===== src/hdl/time_series_linear_resampler_defines.svh =====
// assertion macros for the time series linear resampler
`ifndef TIME_SERIES_LINEAR_RESAMPLER_DEFINES_SVH
`define TIME_SERIES_LINEAR_RESAMPLER_DEFINES_SVH

// same-cycle implication, sampled on clk, off during rst
`define TSLR_ASSERT_IMPLY(name, cond, prop, msg) \
  name: assert property (@(posedge clk) disable iff (rst) (cond) |-> (prop)) else $error(msg);

// next-cycle implication, sampled on clk, off during rst
`define TSLR_ASSERT_NEXT(name, cond, prop, msg) \
  name: assert property (@(posedge clk) disable iff (rst) (cond) |=> (prop)) else $error(msg);

`endif


===== src/hdl/tslr_pkg.sv =====
// shared types and constants of the time series linear resampler
package tslr_pkg;

  localparam int TIME_W  = 32;
  localparam int STEP_W  = 17;
  localparam int LEN_W   = 13;
  localparam int INDEX_W = 12;
  localparam int CFG_IDX_W  = 3;
  localparam int CFG_DATA_W = 32;

  localparam int MAX_POINTS_DEF = 4096;
  localparam int MAX_RUN_DEF    = 64;
  localparam int VALUE_BITS_DEF = 24;

  localparam logic [CFG_IDX_W-1:0] REG_GRID_START = 3'd0;
  localparam logic [CFG_IDX_W-1:0] REG_GRID_STEP  = 3'd1;
  localparam logic [CFG_IDX_W-1:0] REG_GRID_LEN   = 3'd2;
  localparam logic [CFG_IDX_W-1:0] REG_MISS_THR   = 3'd3;
  localparam logic [CFG_IDX_W-1:0] REG_HOLD_MODE  = 3'd4;

  localparam logic [TIME_W-1:0] START_RESET = 32'd0;
  localparam logic [STEP_W-1:0] STEP_RESET  = 17'd3600;
  localparam logic [LEN_W-1:0]  LEN_RESET   = 13'd4096;
  localparam int                THR_RESET   = -25600;

  typedef enum logic [3:0] {
    S_IDLE,
    S_LO_GO,
    S_LO_WAIT,
    S_HI_GO,
    S_HI_WAIT,
    S_MUL,
    S_POINT,
    S_INT_WAIT,
    S_EMIT,
    S_FLUSH
  } tslr_state_t;

endpackage


===== src/hdl/tslr_muldiv.sv =====
// bit-serial unit computing floor(n * a / d) for a <= d, one bit of n per cycle
module tslr_muldiv #(
  parameter int N_W = 32
) (
  input  logic                        clk,
  input  logic                        rst,
  input  logic                        start,
  input  logic [N_W-1:0]              n,
  input  logic [tslr_pkg::TIME_W-1:0] a,
  input  logic [tslr_pkg::TIME_W-1:0] d,
  output logic                        done,
  output logic [N_W-1:0]              q
);
  import tslr_pkg::*;

  localparam int IT_W = $clog2(N_W);

  logic              busy;
  logic [IT_W-1:0]   iter;
  logic [N_W-1:0]    n_sh;
  logic [TIME_W-1:0] a_reg;
  logic [TIME_W-1:0] d_reg;
  logic [TIME_W-1:0] rem;

  logic [TIME_W+1:0] sum;
  logic [TIME_W+1:0] d1;
  logic [TIME_W+1:0] d2;
  logic [TIME_W-1:0] rem_next;
  logic [1:0]        k;
  logic [N_W-1:0]    q_next;

  always_comb begin
    sum = {1'b0, rem, 1'b0} + (n_sh[N_W-1] ? {2'b00, a_reg} : '0);
    d1  = {2'b00, d_reg};
    d2  = {1'b0, d_reg, 1'b0};
    if (sum >= d2) begin
      rem_next = TIME_W'(sum - d2);
      k        = 2'd2;
    end else if (sum >= d1) begin
      rem_next = TIME_W'(sum - d1);
      k        = 2'd1;
    end else begin
      rem_next = TIME_W'(sum);
      k        = 2'd0;
    end
    q_next = {q[N_W-2:0], 1'b0} + N_W'(k);
  end

  always_ff @(posedge clk) begin
    if (rst) begin
      busy <= 1'b0;
      done <= 1'b0;
    end else begin
      done <= 1'b0;
      if (start) begin
        busy <= 1'b1;
      end else if (busy && iter == IT_W'(N_W - 1)) begin
        busy <= 1'b0;
        done <= 1'b1;
      end
    end
  end

  always_ff @(posedge clk) begin
    if (start) begin
      n_sh  <= n;
      a_reg <= a;
      d_reg <= d;
      rem   <= '0;
      q     <= '0;
      iter  <= '0;
    end else if (busy) begin
      n_sh <= {n_sh[N_W-2:0], 1'b0};
      rem  <= rem_next;
      q    <= q_next;
      iter <= iter + 1'b1;
    end
  end

endmodule


===== src/hdl/time_series_linear_resampler.sv =====
// Time series linear resampler, top level.
// Raw samples enter on s_axis (tdata: sample_time, sample_value; tlast:
// final_sample) and grid points leave on m_axis (tdata: point_index,
// point_value; tlast: run_end; tuser: run_truncated). Registers are
// written on the cfg channel, ready whenever reset is low; the user must write
// them only while the block is idle, which the block itself does not enforce.
// Each request runs two grid counts on the bit-serial mul-div unit
// (N bits wide, N = 32 for values up to 31 bits), a bit-serial index
// multiply, then visits each grid point, emits a result for each one not
// skipped and runs the mul-div unit once more per interpolated point. A
// run is cut to at most MAX_RUN = 64 grid points; a dropped request leaves the
// block idle. The last result of a request leaves through a one-deep
// holding stage so that run_end can be set.
// The output register lets s_axis take the next request while a result
// still waits; a stalled receiver holds the point loop only when a new
// result meets a full holding stage and output register.
// Reset clears the series state, restores the register defaults and holds
// off both input channels.
`include "time_series_linear_resampler_defines.svh"

module time_series_linear_resampler #(
  parameter int MAX_POINTS = tslr_pkg::MAX_POINTS_DEF,
  parameter int MAX_RUN    = tslr_pkg::MAX_RUN_DEF,
  parameter int VALUE_BITS = tslr_pkg::VALUE_BITS_DEF,
  localparam int IN_W  = ((tslr_pkg::TIME_W + VALUE_BITS + 7) / 8) * 8,
  localparam int OUT_W = ((tslr_pkg::INDEX_W + VALUE_BITS + 7) / 8) * 8
) (
  input  logic                            clk,
  input  logic                            rst,
  input  logic                            cfg_valid,
  output logic                            cfg_ready,
  input  logic [tslr_pkg::CFG_IDX_W-1:0]  cfg_index,
  input  logic [tslr_pkg::CFG_DATA_W-1:0] cfg_data,
  input  logic                            s_axis_tvalid,
  output logic                            s_axis_tready,
  input  logic [IN_W-1:0]                 s_axis_tdata,  // sample_time, sample_value
  input  logic                            s_axis_tlast,
  output logic                            m_axis_tvalid,
  input  logic                            m_axis_tready,
  output logic [OUT_W-1:0]                m_axis_tdata,  // point_index, point_value
  output logic                            m_axis_tlast,
  output logic                            m_axis_tuser   // run_truncated
);
  import tslr_pkg::*;

  localparam int CNT_W = $clog2(MAX_POINTS + 1);
  localparam int MC_W  = $clog2(CNT_W);
  localparam int VX_W  = VALUE_BITS + 1;
  localparam int N_W   = (VX_W > TIME_W) ? VX_W : TIME_W;

  // configuration
  logic [TIME_W-1:0]            grid_start_time;
  logic [STEP_W-1:0]            grid_step;
  logic [LEN_W-1:0]             grid_length;
  logic signed [VALUE_BITS-1:0] missing_threshold;
  logic                         hold_next_mode;

  // series state
  logic [TIME_W-1:0]            prev_time;
  logic signed [VALUE_BITS-1:0] prev_value;
  logic                         have_prev;
  logic [CNT_W-1:0]             next_point;

  // current request
  logic [TIME_W-1:0]            t_reg;
  logic signed [VALUE_BITS-1:0] v_reg;
  logic                         fin_reg;
  logic [CNT_W-1:0]             lo;
  logic [CNT_W-1:0]             hi;
  logic [CNT_W-1:0]             stop;
  logic [CNT_W-1:0]             p;
  logic                         trunc;
  logic [TIME_W-1:0]            g;
  logic [TIME_W-1:0]            acc;
  logic [CNT_W-1:0]             mul_sh;
  logic [MC_W-1:0]              mul_cnt;
  logic [VALUE_BITS-1:0]        res;

  // holding stage and output register
  logic                         pend_valid;
  logic [INDEX_W-1:0]           pend_index;
  logic [VALUE_BITS-1:0]        pend_value;
  logic                         out_valid;
  logic [INDEX_W-1:0]           out_index;
  logic [VALUE_BITS-1:0]        out_value;
  logic                         out_last;
  logic                         out_trunc;

  tslr_state_t state, state_next;

  // mul-div unit
  logic              md_start;
  logic              md_done;
  logic [N_W-1:0]    md_n;
  logic [TIME_W-1:0] md_a;
  logic [TIME_W-1:0] md_d;
  logic [N_W-1:0]    md_q;

  // datapath terms
  logic [TIME_W-1:0]            in_time;
  logic signed [VALUE_BITS-1:0] in_value;
  logic                         accept;
  logic                         drop;
  logic [STEP_W-1:0]            step_eff;
  logic [CNT_W-1:0]             len_eff;
  logic [TIME_W-1:0]            lo_x;
  logic                         lo_zero;
  logic                         hi_zero;
  logic                         cnt_zero;
  logic [CNT_W-1:0]             cnt_c;
  logic [CNT_W-1:0]             hi_m;
  logic [CNT_W-1:0]             span;
  logic                         trunc_c;
  logic [TIME_W-1:0]            acc_next;
  logic                         mul_last;
  logic                         at_end;
  logic                         exact;
  logic                         v_miss;
  logic                         pv_miss;
  logic                         use_v;
  logic                         skip;
  logic                         go_int;
  logic signed [VX_W-1:0]       diff;
  logic                         neg;
  logic [VX_W-1:0]              mag;
  logic signed [VX_W-1:0]       interp;
  logic                         slot_free;
  logic                         emit_ok;
  logic                         out_load;

  assign in_time  = s_axis_tdata[TIME_W-1:0];
  assign in_value = s_axis_tdata[TIME_W +: VALUE_BITS];

  assign cfg_ready = !rst;

  assign step_eff = (grid_step == '0) ? STEP_W'(1) : grid_step;
  assign len_eff  = (32'(grid_length) > 32'(MAX_POINTS)) ? CNT_W'(MAX_POINTS)
                                                         : CNT_W'(grid_length);

  assign accept = s_axis_tvalid && s_axis_tready;
  assign drop   = have_prev && (in_time <= prev_time);

  assign lo_x    = have_prev ? prev_time : (t_reg - 1'b1);
  assign lo_zero = have_prev ? (prev_time < grid_start_time) : (t_reg <= grid_start_time);
  assign hi_zero = t_reg < grid_start_time;

  always_comb begin
    cnt_zero = (state == S_LO_WAIT) ? lo_zero : hi_zero;
    if (cnt_zero) begin
      cnt_c = '0;
    end else if (md_q >= N_W'(len_eff)) begin
      cnt_c = len_eff;
    end else begin
      cnt_c = CNT_W'(md_q) + CNT_W'(1);
    end
    hi_m    = (cnt_c < lo) ? lo : cnt_c;
    span    = hi_m - lo;
    trunc_c = 32'(span) > 32'(MAX_RUN);
  end

  assign acc_next = {acc[TIME_W-2:0], 1'b0} + (mul_sh[CNT_W-1] ? TIME_W'(step_eff) : '0);
  assign mul_last = mul_cnt == MC_W'(CNT_W - 1);

  assign at_end  = p == stop;
  assign exact   = g == t_reg;
  assign v_miss  = v_reg <= missing_threshold;
  assign pv_miss = prev_value <= missing_threshold;
  assign use_v   = exact || hold_next_mode;
  assign skip    = use_v ? v_miss : (v_miss || pv_miss);
  assign go_int  = !at_end && !skip && !use_v;

  always_comb begin
    diff   = VX_W'(v_reg) - VX_W'(prev_value);
    neg    = diff[VX_W-1];
    mag    = neg ? VX_W'(-diff) : VX_W'(diff);
    interp = neg ? (VX_W'(prev_value) - signed'(md_q[VX_W-1:0]))
                 : (VX_W'(prev_value) + signed'(md_q[VX_W-1:0]));
  end

  always_comb begin
    case (state)
      S_LO_GO: begin
        md_n = N_W'(lo_x - grid_start_time);
        md_a = TIME_W'(1);
        md_d = TIME_W'(step_eff);
      end
      S_HI_GO: begin
        md_n = N_W'(t_reg - grid_start_time);
        md_a = TIME_W'(1);
        md_d = TIME_W'(step_eff);
      end
      default: begin
        md_n = N_W'(mag);
        md_a = g - prev_time;
        md_d = t_reg - prev_time;
      end
    endcase
  end

  assign slot_free = !out_valid || m_axis_tready;
  assign emit_ok   = !pend_valid || slot_free;

  tslr_muldiv #(
    .N_W(N_W)
  ) u_muldiv (
    .clk  (clk),
    .rst  (rst),
    .start(md_start),
    .n    (md_n),
    .a    (md_a),
    .d    (md_d),
    .done (md_done),
    .q    (md_q)
  );

  // next state
  always_comb begin
    state_next = state;
    unique case (state)
      S_IDLE:     if (accept && !drop) state_next = S_LO_GO;
      S_LO_GO:    state_next = S_LO_WAIT;
      S_LO_WAIT:  if (md_done) state_next = S_HI_GO;
      S_HI_GO:    state_next = S_HI_WAIT;
      S_HI_WAIT:  if (md_done) state_next = S_MUL;
      S_MUL:      if (mul_last) state_next = S_POINT;
      S_POINT: begin
        if (at_end) begin
          state_next = S_FLUSH;
        end else if (!skip) begin
          state_next = use_v ? S_EMIT : S_INT_WAIT;
        end
      end
      S_INT_WAIT: if (md_done) state_next = S_EMIT;
      S_EMIT:     if (emit_ok) state_next = S_POINT;
      S_FLUSH:    if (emit_ok) state_next = S_IDLE;
      default:    state_next = S_IDLE;
    endcase
  end

  // state machine outputs
  always_comb begin
    s_axis_tready = 1'b0;
    md_start      = 1'b0;
    out_load      = 1'b0;
    unique case (state)
      S_IDLE:   s_axis_tready = !rst;
      S_LO_GO:  md_start = 1'b1;
      S_HI_GO:  md_start = 1'b1;
      S_POINT:  md_start = go_int;
      S_EMIT:   out_load = pend_valid && slot_free;
      S_FLUSH:  out_load = pend_valid && slot_free;
      default:  md_start = 1'b0;
    endcase
  end

  always_ff @(posedge clk) begin
    if (rst) begin
      state <= S_IDLE;
    end else begin
      state <= state_next;
    end
  end

  // configuration registers
  always_ff @(posedge clk) begin
    if (rst) begin
      grid_start_time   <= START_RESET;
      grid_step         <= STEP_RESET;
      grid_length       <= LEN_RESET;
      missing_threshold <= VALUE_BITS'(THR_RESET);
      hold_next_mode    <= 1'b0;
    end else if (cfg_valid && cfg_ready) begin
      unique case (cfg_index)
        REG_GRID_START: grid_start_time   <= cfg_data[TIME_W-1:0];
        REG_GRID_STEP:  grid_step         <= cfg_data[STEP_W-1:0];
        REG_GRID_LEN:   grid_length       <= cfg_data[LEN_W-1:0];
        REG_MISS_THR:   missing_threshold <= cfg_data[VALUE_BITS-1:0];
        REG_HOLD_MODE:  hold_next_mode    <= cfg_data[0];
        default:        hold_next_mode    <= hold_next_mode;
      endcase
    end
  end

  // series state
  always_ff @(posedge clk) begin
    if (rst) begin
      prev_time  <= '0;
      prev_value <= '0;
      have_prev  <= 1'b0;
      next_point <= '0;
    end else if (state == S_IDLE && accept && drop) begin
      if (s_axis_tlast) begin
        have_prev  <= 1'b0;
        next_point <= '0;
      end
    end else if (state == S_FLUSH && emit_ok) begin
      prev_time  <= t_reg;
      prev_value <= v_reg;
      have_prev  <= !fin_reg;
      next_point <= fin_reg ? '0 : hi;
    end
  end

  // request datapath
  always_ff @(posedge clk) begin
    case (state)
      S_IDLE: begin
        if (accept) begin
          t_reg   <= in_time;
          v_reg   <= in_value;
          fin_reg <= s_axis_tlast;
        end
      end
      S_LO_WAIT: begin
        if (md_done) lo <= (cnt_c < next_point) ? next_point : cnt_c;
      end
      S_HI_WAIT: begin
        if (md_done) begin
          hi      <= hi_m;
          trunc   <= trunc_c;
          stop    <= trunc_c ? (lo + CNT_W'(MAX_RUN)) : hi_m;
          p       <= lo;
          mul_sh  <= lo;
          mul_cnt <= '0;
          acc     <= '0;
        end
      end
      S_MUL: begin
        acc     <= acc_next;
        mul_sh  <= {mul_sh[CNT_W-2:0], 1'b0};
        mul_cnt <= mul_cnt + 1'b1;
        if (mul_last) g <= acc_next + grid_start_time;
      end
      S_POINT: begin
        if (!at_end && skip) begin
          p <= p + 1'b1;
          g <= g + TIME_W'(step_eff);
        end else if (!at_end && use_v) begin
          res <= v_reg;
        end
      end
      S_INT_WAIT: begin
        if (md_done) res <= interp[VALUE_BITS-1:0];
      end
      S_EMIT: begin
        if (emit_ok) begin
          pend_index <= INDEX_W'(p);
          pend_value <= res;
          p          <= p + 1'b1;
          g          <= g + TIME_W'(step_eff);
        end
      end
      default: begin
        res <= res;
      end
    endcase
  end

  // holding stage and output register
  always_ff @(posedge clk) begin
    if (rst) begin
      pend_valid <= 1'b0;
      out_valid  <= 1'b0;
    end else begin
      if (state == S_EMIT && emit_ok) begin
        pend_valid <= 1'b1;
      end else if (state == S_FLUSH && emit_ok) begin
        pend_valid <= 1'b0;
      end
      if (out_load) begin
        out_valid <= 1'b1;
      end else if (m_axis_tready) begin
        out_valid <= 1'b0;
      end
    end
  end

  always_ff @(posedge clk) begin
    if (out_load) begin
      out_index <= pend_index;
      out_value <= pend_value;
      out_last  <= state == S_FLUSH;
      out_trunc <= trunc;
    end
  end

  assign m_axis_tvalid = out_valid;
  assign m_axis_tdata  = OUT_W'({out_value, out_index});
  assign m_axis_tlast  = out_last;
  assign m_axis_tuser  = out_trunc;

  `TSLR_ASSERT_IMPLY(a_done_in_wait, md_done,
    state == S_LO_WAIT || state == S_HI_WAIT || state == S_INT_WAIT,
    "mul-div result arrived outside a wait state")

  `TSLR_ASSERT_IMPLY(a_point_bound, state == S_POINT || state == S_EMIT || state == S_INT_WAIT,
    p <= stop, "grid point ran past the end of the run")

  `TSLR_ASSERT_IMPLY(a_run_limit, state == S_POINT,
    32'(stop - lo) <= 32'(MAX_RUN), "run longer than the run limit")

  `TSLR_ASSERT_NEXT(a_drop_stays_idle, state == S_IDLE && accept && drop,
    state == S_IDLE, "dropped sample started a run")

endmodule

===== config.mk =====
export PLATFORM = sky130hd
export DESIGN_NAME = time_series_linear_resampler
export DESIGN_NICKNAME = d
export VERILOG_FILES = /design/src/hdl/tslr_pkg.sv /design/src/hdl/tslr_muldiv.sv /design/src/hdl/time_series_linear_resampler.sv
export VERILOG_INCLUDE_DIRS = /design/src /design/src/hdl
export SDC_FILE = /design/constraint.sdc
export NUM_CORES = 2
export LEC_CHECK = 0
export ABC_AREA = 0
export BUFFER_PORTS_ARGS = -buffer_cell sky130_fd_sc_hd__buf_2
export CORE_UTILIZATION = 40
export DETAILED_ROUTE_END_ITERATION = 7
export GPL_ROUTABILITY_DRIVEN = 0
export HOLD_SLACK_MARGIN = 0.15
export MAX_ROUTING_LAYER = met4
export SETUP_SLACK_MARGIN = 0.15
export SLEW_MARGIN = 20
export SYNTH_ARGS = -nofsm -noshare
export SYNTH_HDL_FRONTEND = slang
export SYNTH_SLANG_ARGS = --single-unit

===== constraint.sdc =====
create_clock -name clk -period 8.04 [get_ports clk]
set_input_delay 1.608 -clock clk [delete_from_list [all_inputs] [get_ports clk]]
set_output_delay 1.608 -clock clk [all_outputs]
set_load 0.03 [all_outputs]

==> results.cfg <==
[sta]
fin_worst_skew_ps = 32.71
hold_slack_ps = 416.8
maxSlewHeadroom = 0.2876
fin_crit_sh = 0.9515
setup_viol = 0
worst_pin_slew_ps = 1055
rsz0062_at_grt = no
hold_violations = 0
fmax_ghz = 0.1307
finalCriticalPeriod_ps = 7650
slew_violations = 0
worst_slack_ps = 389.8
tns_ps = 0

[logic_synthesis]
synth_ff_type = edfxtp_1
yosysUniqueCellTypes = 91
ys_top_cells_by_area = edfxtp_1, ha_1, dfxtp_1
synth_area_per_cell_sq_um = 8.726
seq_area_frac_synth = 0.3430
ys_ff_latch = 618
async_flop_share = 0
synth_top_cell_by_area = edfxtp_1
synth_area_sq_mm = 0.04728
yosys.area.top_type_share = 0.2439
synth_edf_count = 384
syn_inst = 5418
synth_warnings = 0

[min_path]
holdCritStartpoint = pend_value[12]$_DFFE_PP_
hp-class = flop to flop
whs_path_depth = 0
whs_endpoint = out_value[12]$_DFFE_PP_

[worst_setup_path]
reg2reg_setup_slack_ps = 390
cp-start-kind = flop
critPathArrivalTime_ps = 8200
path_class = flop to flop
endpoint_kind = flop
cp_slowest_cell = ha_2
regToRegEndpoint = u_muldiv.q[31]$_SDFFE_PP0P_
crit_buf_inv = 3
cp.required_ps = 8590
cpPeakStageDelay_ps = 460
reg2reg_from = u_muldiv.n_sh[31]$_DFFE_PP_
crit_fanout = 14
reg2regPathDepth = 31
crit_family = compound AO/OA/AOI/OAI gates

[detailed_routing]
drc = 0
vias = 40940
dr_wl_met3_mm = 10.90
dr_wl_met2_mm = 65.95
wl_met1_mm = 67.21
top_layer_used = met4
drt-vias-per-instance = 5.743
ant_nets = 0
routedWlPerCell_microns = 21.06
wl_mm = 150.1
dr.first_iter.drc_count = 3432
drtPass1Iterations = 6

[power_and_ir_drop]
leakagePower_nw = 20.70
peakVddDrop_uv = 296.0
powerDensity_mw_per_mm2 = 300.5

[clock_tree]
path_clk_slew_ps = 60
cts.path.max_buffers = 3
cts_hold_buf = 0
cts.sinks = 618
root_buffer = clkbuf_16
cts_made_buffers = 74
clock_latency_ps = 660
htreeDepth = 3
cts_tree = built

[final_layout]
stdcell_area_sq_mm = 0.05267
syn2layout_area_growth_pct = 11.41
fillCellCount = 11430
drive_gt1_frac = 0.08641
regArea_sq_mm = 0.01622
multi_input_area_sq_mm = 0.02930
fin_nets = 6156

[placement]
place_ws_ps = 4.848
numPortBuffers = 137
place_area_sq_mm = 0.04995
dp_hpwl_mm = 118.6

[run_status]
status = completed

[die]
dieArea_sq_mm = 0.1196
core_sq_mm = 0.1167
row_count = 125
chipHeight_microns = 345.8
io_pins = 142
initial_utilization = 0.4052
die_w_microns = 345.8

[global_route]
grt_overflow = 0
grt_pass1_wl_mm = 227.9
grt_pass1_vias = 38600
grt_max_degree = 85
antenna_found_initial = 6
grt_usage = 0.2509

[flow_run]
cap_viol_max_count = 0
synthesized netlist by cell type, types with 13 or more instances:
library cell  count
o21ai_0         308
or3_1            31
and2_1           98
nor4_1           32
mux2i_1          38
or2_2            23
nand3_1         120
nor2_1          389
nor2b_1          55
a211oi_1         81
buf_1            18
mux2_2           15
o21bai_1         41
and3_1           55
a22oi_1          33
a21oi_1         518
clkbuf_1        174
a31oi_1          40
o31ai_1          36
o211ai_1         57
nand2_1         626
ha_1            503
nor3_1           91
edfxtp_1        384
o21a_1           68
xor2_1          185
inv_1           284
o22ai_1          21
nand4_1          77
nand2b_1         65
xnor2_1         294
a21o_1          169
dfxtp_1         234
fa_1             13
worst reg2reg max path: cells and delay by family, from the launching register on:
kind	cells	cell delay (ps)
compound gates	11	2460
fa+ha+maj	5	1550
simple gates	10	2360
buf+inv	3	610
xor+xnor	2	240
flops	1	360
cell families (layout without fill, tap and decap cells):
logic type / Yosys count / in the layout / synth area share
and+or+nand+nor: 1716 / 1716 / 0.1709
AOI/OAI and AO/OA: 1538 / 1538 / 0.2060
DFF: 618 / 618 / 0.3430
adders and majority gates: 516 / 516 / 0.1386
buffers and inverters: 496 / 676 / 0.04075
xor gates and xnor gates: 480 / 480 / 0.08908
muxes: 53 / 53 / 0.01162
other: 1 / 7 / 0.00007932
stage by stage:
step                      total power (W)  std cells    util
after CTS                         0.01577       7117  0.4500
after global placement            0.01211       6982  0.4281
after global routing              0.01684       7125  0.4514
after floorplan                   0.01012       5421       -
final                             0.01583       7128  0.4515
after detailed placement          0.01216       6982  0.4281
per-layer routing:
layer,vias to the layer above,global-route usage
met4,0,0.09351
met1,19420,0.3402
li1,19890,-
met2,1384,0.3837
met3,240,0.02797
met5,-,-
where the power goes:
group | switching (W) | internal [W] | leakage [nW]
Sequential | 0.000308 | 0.00388 | 5.33
Combinational | 0.00490 | 0.00320 | 14.1
Clock | 0.00144 | 0.00209 | 1.23
Total | 0.00665 | 0.00918 | 20.7
worst max path at each step:
stage,startpoint,to,slack (ps),depth (start not counted)
6_report,u_muldiv.n_sh[31]$_DFFE_PP_,u_muldiv.q[31]$_SDFFE_PP0P_,390,31
5_1_grt,u_muldiv.n_sh[31]$_DFFE_PP_,u_muldiv.q[29]$_SDFFE_PP0P_,140,30
4_1_cts,t_reg[0]$_DFFE_PP_,stop[1]$_DFFE_PP_,160,32
3_5_place_dp,t_reg[0]$_DFFE_PP_,stop[1]$_DFFE_PP_,5,32
3_3_place_gp,t_reg[0]$_DFFE_PP_,stop[0]$_DFFE_PP_,110,30
2_1_floorplan,t_reg[0]$_DFFE_PP_,stop[0]$_DFFE_PP_,230,33
layout make-up:
cell class | count | share of cell area
Timing Repair Buffer | 254 | 0.03069
Clock buffer | 95 | 0.03941
Tap cell | 1524 | 0.03620
Antenna cell | 3 | 0.0001425
Sequential cell | 618 | 0.3079
Clock inverter | 39 | 0.008646
Multi-Input combinational cell | 4307 | 0.5563
Timing Repair inverter | 1 | 0.00009502
Inverter | 287 | 0.02057
what timing repair did:
action                     CTS  global route
resized for setup            2            22
setup buffers                1             4
setup endpoints to repair   14            21
pin swaps                    0             3
cloned                       0             1
cells in the final DEF, fill, tap and decap left out, types with 76 or more instances in the layout:
master	n
a21oi_1	514
clkbuf_16	78
ha_1	502
inv_1	281
nor3_1	90
nor2_1	383
edfxtp_1	384
a211oi_1	76
o21ai_0	304
and2_1	95
buf_4	114
xnor2_1	293
nand2_1	623
a21o_1	168
buf_2	136
nand3_1	120
dfxtp_1	232
xor2_1	185
nand4_1	77
Note: power is estimated with default switching activity, not from simulation.
